<file path="config.mk">
export PLATFORM = sky130hd
export DESIGN_NAME = kts_cell
export DESIGN_NICKNAME = d
export VERILOG_FILES = /design/src/hdl/assert_macros.svh /design/src/hdl/kts_pkg.sv /design/src/hdl/kts_cell.sv
export SDC_FILE = /design/constraint.sdc
export NUM_CORES = 1
export LEC_CHECK = 0
export BUFFER_PORTS_ARGS = -buffer_cell sky130_fd_sc_hd__buf_2
export CAP_MARGIN = 20
export CORE_MARGIN = 4
export CORE_UTILIZATION = 41
export CTS_CLUSTER_SIZE = 24
export DETAILED_ROUTE_END_ITERATION = 10
export GPL_ROUTABILITY_DRIVEN = 1
export PLACE_DENSITY = 0.85
export SYNTH_ARGS = -nofsm -noshare
export SYNTH_HDL_FRONTEND = slang
export SYNTH_SLANG_ARGS = --single-unit
</file>
<file path="constraint.sdc">
create_clock -name clk -period 3.73 [get_ports clk]
set_input_delay 0 -clock clk [delete_from_list [all_inputs] [get_ports clk]]
set_output_delay 0 -clock clk [all_outputs]
set_load 0.005 [all_outputs]
</file>
<file path="src/hdl/assert_macros.svh">
// ----------------------------------------------------------------------------
// assert_macros.svh
// Shared assertion macros; each expects clk and rst in scope.
// ----------------------------------------------------------------------------
`ifndef ASSERT_MACROS_SVH
`define ASSERT_MACROS_SVH

// Condition holds at every edge out of reset.
`define KTS_ASSERT_ALWAYS(label, cond) \
  label: assert property (@(posedge clk) disable iff (rst) (cond)) \
    else $error("kts: invariant violated");

// Antecedent implies consequent in the same cycle.
`define KTS_ASSERT_IMPL(label, ante, cons) \
  label: assert property (@(posedge clk) disable iff (rst) (ante) |-> (cons)) \
    else $error("kts: same-cycle implication violated");

// Antecedent implies consequent in the next cycle.
`define KTS_ASSERT_NEXT(label, ante, cons) \
  label: assert property (@(posedge clk) disable iff (rst) (ante) |=> (cons)) \
    else $error("kts: next-cycle implication violated");

`endif

</file>
<file path="src/hdl/kts_pkg.sv">
// ----------------------------------------------------------------------------
// kts_pkg
// Constants, codes and types shared by the registration table modules.
// ----------------------------------------------------------------------------
package kts_pkg;

  localparam int TABLE_DEPTH = 64;
  localparam int KEY_BITS    = 32;
  localparam int HANDLE_BITS = 16;
  localparam int COUNT_BITS  = $clog2(TABLE_DEPTH + 1);

  localparam int ACTION_BITS = 2;
  localparam int STATUS_BITS = 2;

  typedef enum logic [ACTION_BITS-1:0] {
    ACT_LOOKUP = 2'd0,
    ACT_INSERT = 2'd1,
    ACT_REMOVE = 2'd2
  } action_t;

  typedef enum logic [STATUS_BITS-1:0] {
    ST_OK      = 2'd0,
    ST_FULL    = 2'd1,
    ST_DUP     = 2'd2,
    ST_MISSING = 2'd3
  } status_t;

  // Per-cell control, driven by the top level.
  typedef struct packed {
    logic capture;   // register the key compare result
    logic occupied;  // cell holds a live entry
    logic append;    // write the new entry here
    logic shift;     // remove: cells at or after the hit take their right neighbor
  } cell_ctl_t;

endpackage

</file>
<file path="src/hdl/kts_cell.sv">
// ----------------------------------------------------------------------------
// kts_cell
// One table entry: stored key and handle, local key compare, chained hit.
// ----------------------------------------------------------------------------
module kts_cell (
  input  logic                           clk,
  input  kts_pkg::cell_ctl_t             ctl,
  input  logic [kts_pkg::KEY_BITS-1:0]    cmp_key,
  input  logic [kts_pkg::KEY_BITS-1:0]    new_key,
  input  logic [kts_pkg::HANDLE_BITS-1:0] new_handle,
  input  logic [kts_pkg::KEY_BITS-1:0]    next_key,
  input  logic [kts_pkg::HANDLE_BITS-1:0] next_handle,
  input  logic                           seen_in,
  input  logic [kts_pkg::HANDLE_BITS-1:0] found_in,
  output logic [kts_pkg::KEY_BITS-1:0]    entry_key,
  output logic [kts_pkg::HANDLE_BITS-1:0] entry_handle,
  output logic                           match,
  output logic                           seen_out,
  output logic [kts_pkg::HANDLE_BITS-1:0] found_out
);
  import kts_pkg::*;

  // Hit at or left of this cell; found handle accumulates down the row.
  assign seen_out  = seen_in | match;
  assign found_out = found_in | (match ? entry_handle : '0);

  always_ff @(posedge clk) begin
    if (ctl.capture) begin
      match <= ctl.occupied && (entry_key == cmp_key);
    end
    if (ctl.append) begin
      entry_key    <= new_key;
      entry_handle <= new_handle;
    end else if (ctl.shift && seen_out) begin
      entry_key    <= next_key;
      entry_handle <= next_handle;
    end
  end

endmodule

</file>
# [Word-level counts from Yosys, hierarchy flattened]
# Cells that the tools add are included.
# W data, S select, Z words.
[totals] out_inout_bits=66 ff_bits=49 in_bits=150
[op_classes] muxes=5 n_reduce_logical=3 n_eq_ne=1 bitwise=2
[op_table] op="$mux W32" n=2
[op_table] op="$mux W16" n=3
[op_table] op="$eq A32 B32 Y1" n=1
[op_table] op="$or A16 B16 Y16" n=1
[op_table] op="$logic_and A1 B1 Y1" n=2
[op_table] op="$reduce_bool A2 Y1" n=1
[op_table] op="$or A1 B1 Y1" n=1

# [Longest topological paths before layout]
[logic_depth] word_depth=4 ltp_mapped=4

# [Worst setup path before layout]
# No wires, ideal clock.
[synth_path] path_type="reg2reg" startpoint="register match" endpoint="register entry_handle[0] (netlist name), enable pin" setup_ns=0.404 synth_period_minus_slack_ns=2.168 required_time_ns=3.326 slack_ns=1.562 arrival_ns=1.764 path_stages_with_launch=4 path_cell_list="edfxtp_1 -> clkbuf_1 -> or2_2 -> a21o_1"
[synth_between] elab_chain_cells=3
[synth_lines] element="start, declared" line_no="kts_cell.sv:17" text="output logic match,"
[synth_lines] element="start signal, assigned" line_no="kts_cell.sv:29" text="match <= ctl.occupied && (entry_key == cmp_key);"
[synth_lines] element="$or A1 B1 Y1" line_no="kts_cell.sv:24" text="assign seen_out = seen_in | match;"
[synth_lines] element="named net seen_out" line_no="kts_cell.sv:18" text="output logic seen_out,"
[synth_lines] element="$logic_and A1 B1 Y1" line_no="kts_cell.sv:34" text="end else if (ctl.shift && seen_out) begin"
[synth_lines] element="$reduce_bool A2 Y1 (no source line)"
[synth_lines] element="end signal, assigned" line_no="kts_cell.sv:33" text="entry_handle <= new_handle;"
[synth_lines] element="end signal, assigned" line_no="kts_cell.sv:36" text="entry_handle <= next_handle;"
[synth_lines] element="end, declared" line_no="kts_cell.sv:16" text="output logic [kts_pkg::HANDLE_BITS-1:0] entry_handle,"
# The timed path passes the listed nets, and every way through them passes these cells.
# A chain may end at the register's enable or synchronous reset.

# [Final worst setup path]
[layout_path] startpoint="register match" endpoint="register entry_handle[11] (netlist name), enable pin"
[layout_between] elab_chain_cells=3
[layout_lines] element="$or A1 B1 Y1" line_no="kts_cell.sv:24"
[layout_lines] element="$logic_and A1 B1 Y1" line_no="kts_cell.sv:34"
[layout_lines] element="$reduce_bool A2 Y1 (no source line)"
# No other way between the ends.

==> flow_summary.ini <==
[placement]
io_buffers = 215
dp_hpwl_mm = 6.30
post-place-ws_ns = 1.52
gp_congestion = 0.768

[detailed_routing]
wl_met3_um = 530
drt-total-wl_mm = 8.33
drt-met1-wl_mm = 2.83
vias_per_cell = 4.71
drt_iter0_drc = 60
top_layer = met4
avgRoutedWirePerCell_um = 16.8
via_count = 2335
drc_errors = 0
dr_wl_met2_mm = 4.87
firstDrtPassIters = 4
drtAntennaViolNets = 0

[sta]
setup_viol = 0
fin_ws_ns = 1.82
relSlewSlack = 0.594
finClkSkew_ns = 0.00807
fin_crit_ns = 1.91
hold_ws_ns = 0.00760
grt_setup_unrepaired = no
worst_pin_slew_ns = 0.609
max_freq_mhz = 523
slew_violations = 0
min_period_over_period = 0.513
fin_setup_tns_ns = 0
finalHoldViolCount = 0

[clock_network]
cts_tree = done
clkLatencyLatePin_ns = 0.29
htreeDepth = 2
cts-root-buf = clkbuf_8
cts_buffer_depth = 2
path_clk_slew_ns = 0.09
cts_sinks = 49
cts_buffers = 5

[logic_synthesis]
synth_common_cells = edfxtp_1, mux2_2, xor2_1
synth.most_common_cell = edfxtp_1
ys_ff_latch = 49
synth_top_area_cell = edfxtp_1
ys.flop_type = edfxtp_1
synth.cell_area_sq_mm = 0.00254
ys_types = 14
syn_nets = 316
synth_edf_count = 49
async_reset_ff_frac = 0
synth.top_cells.by_area = edfxtp_1, mux2_2, xor2_1
avgSynthCellArea_sq_um = 15.3
synth_top_area_frac = 0.579
ys_seq_area_frac = 0.579
yosys_warnings = 0
syn_inst = 166

[die]
row_count = 28
core_sq_mm = 0.00596
initial_utilization = 0.426
fp.dieW_um = 86.7
ios = 216
fp.dieH_um = 86.7
dieArea_sq_mm = 0.00752

[setup_path]
worst_ep_required_time_ns = 3.77
slowest_delay_ns = 0.66
crit_type = flip-flop to flip-flop
cp-end-kind = flip-flop
worstSetupStartpoint = match
path_cells = or2_2 -> a21o_2 -> buf_12
crit_arrival_ns = 1.95
crit_end = entry_handle[11]
crit-reg2reg-launch = match
slowest_stage = edfxtp_1
crit_fanout = 35
r2r_cells = 3
reg2reg_to = entry_handle[11]
start_kind = flip-flop
r2r_setup_slack_ns = 1.82

[grt]
grt_first_pass_wirelength_mm = 11.8
grt_antenna_before_repair = 0
grt_remaining_overflow = 0
grt_pass1_vias = 2477
grt_start_max_net_pins = 50
gr-usage-all-layers = 0.207

[layout]
regArea_sq_mm = 0.00147
fillers = 442
drive_gt1_frac = 0.653
diodes = 0
final_net_count = 570
multi_input_area_sq_mm = 0.00103
syn2layout_area_growth_pct = 64.6

[power]
peakVddDrop_mv = 0.256
power_switching_mw = 0.319
combPwrFrac = 0.222
switching_share = 0.233
clockPowerShare = 0.271
share_seq_of_total_power = 0.506
p_int_mw = 1.05
p_leak_nw = 2.00
power_density_mw_per_mm2 = 328

[outcome]
status = finished, final reports clean

[job]
maxCapViolCount = 0

[hold_path]
worstHoldPathType = input pin to flip-flop
cells in the final DEF (no fill, tap or decap):
master         count
a21o_1            16
a21o_2             1
buf_12             1
buf_2            215
buf_4              1
bufinv_16          1
clkbuf_1           1
clkbuf_8           5
clkinv_4           1
dlygate4sd3_1     37
edfxtp_1          49
mux2_2            48
nand3_1            2
nand4_1            1
nor3_1             1
nor3_2             1
nor4_1             7
or2_2              1
xnor2_1            1
xor2_1            31
registers in the layout, indices dropped and copies added, names as in the netlist:
signal,count
entry_handle,16
match,1
entry_key,32
worst min path at each step:
stage / endpoint / cells past startpoint / slack [ns] / start
6_report: entry_key[22] / 2 / 0.008 / next_key[22]
2_1_floorplan: found_out[0] / 1 / 0.07 / found_in[0]
4_1_cts: entry_key[31] / 2 / 0.00001 / next_key[31]
5_1_grt: entry_key[3] / 2 / -0.0006 / new_key[3]
3_5_place_dp: match / 1 / 0.20 / ctl[3]
3_3_place_gp: match / 1 / 0.20 / ctl[3]
cells by family after synthesis:
group | count (synthesis) | synth area share
XOR/XNOR | 32 | 0.110
buffers and inverters | 7 | 0.0153
AND/OR/NAND/NOR | 13 | 0.0320
multiplexers | 48 | 0.213
flip-flops | 49 | 0.579
AO/OA/AOI/OAI | 17 | 0.0502
layout make-up:
cell class                      instances  area share
Clock buffer                            6      0.0174
Clock inverter                          2     0.00928
Multi-Input combinational cell        110       0.247
Sequential cell                        49       0.352
Tap cell                               75      0.0224
Timing Repair Buffer                  254       0.352
metrics by stage:
stage                     instances  total power, mW   util  instance area (sq um)
after floorplan                 166            0.815      -                   2540
after global placement          450            0.963  0.618                   3680
after detailed placement        450            0.975  0.618                   3680
after CTS                       487             1.38  0.685                   4080
after global routing            496             1.44  0.702                   4180
final                           496             1.37  0.702                   4180
power groups by stage:
stage / logic [mW] / registers, mW / clock network [mW]
CTS: 0.296 / 0.696 / 0.384
global placement: 0.260 / 0.703 / 0
finish: 0.305 / 0.695 / 0.372
detailed placement: 0.267 / 0.708 / 0
global route: 0.334 / 0.700 / 0.407
floorplan: 0.106 / 0.709 / 0
per-layer routing:
metal	vias to the layer above	GRT usage
li1	1137	-
met1	1089	0.215
met3	10	0.0475
met2	99	0.409
met5	-	0
met4	0	0.0581
timing repair:
action | 4_1_cts | 5_1_grt
setup endpoints to repair | 0 | 0
hold endpoints to repair | 18 | 7
setup buffers | 0 | 0
hold buffers | 29 | 8
gates resized for setup | 0 | 0
worst max-delay path: cells and delay by family, from the launching register on:
family	cells	cell delay, ns
AO/OA/AOI/OAI	1	0.35
buffers and inverters	1	0.23
flip-flops	1	0.66
AND/OR/NAND/NOR	1	0.40
Note: power is estimated with default switching activity, not from simulation.
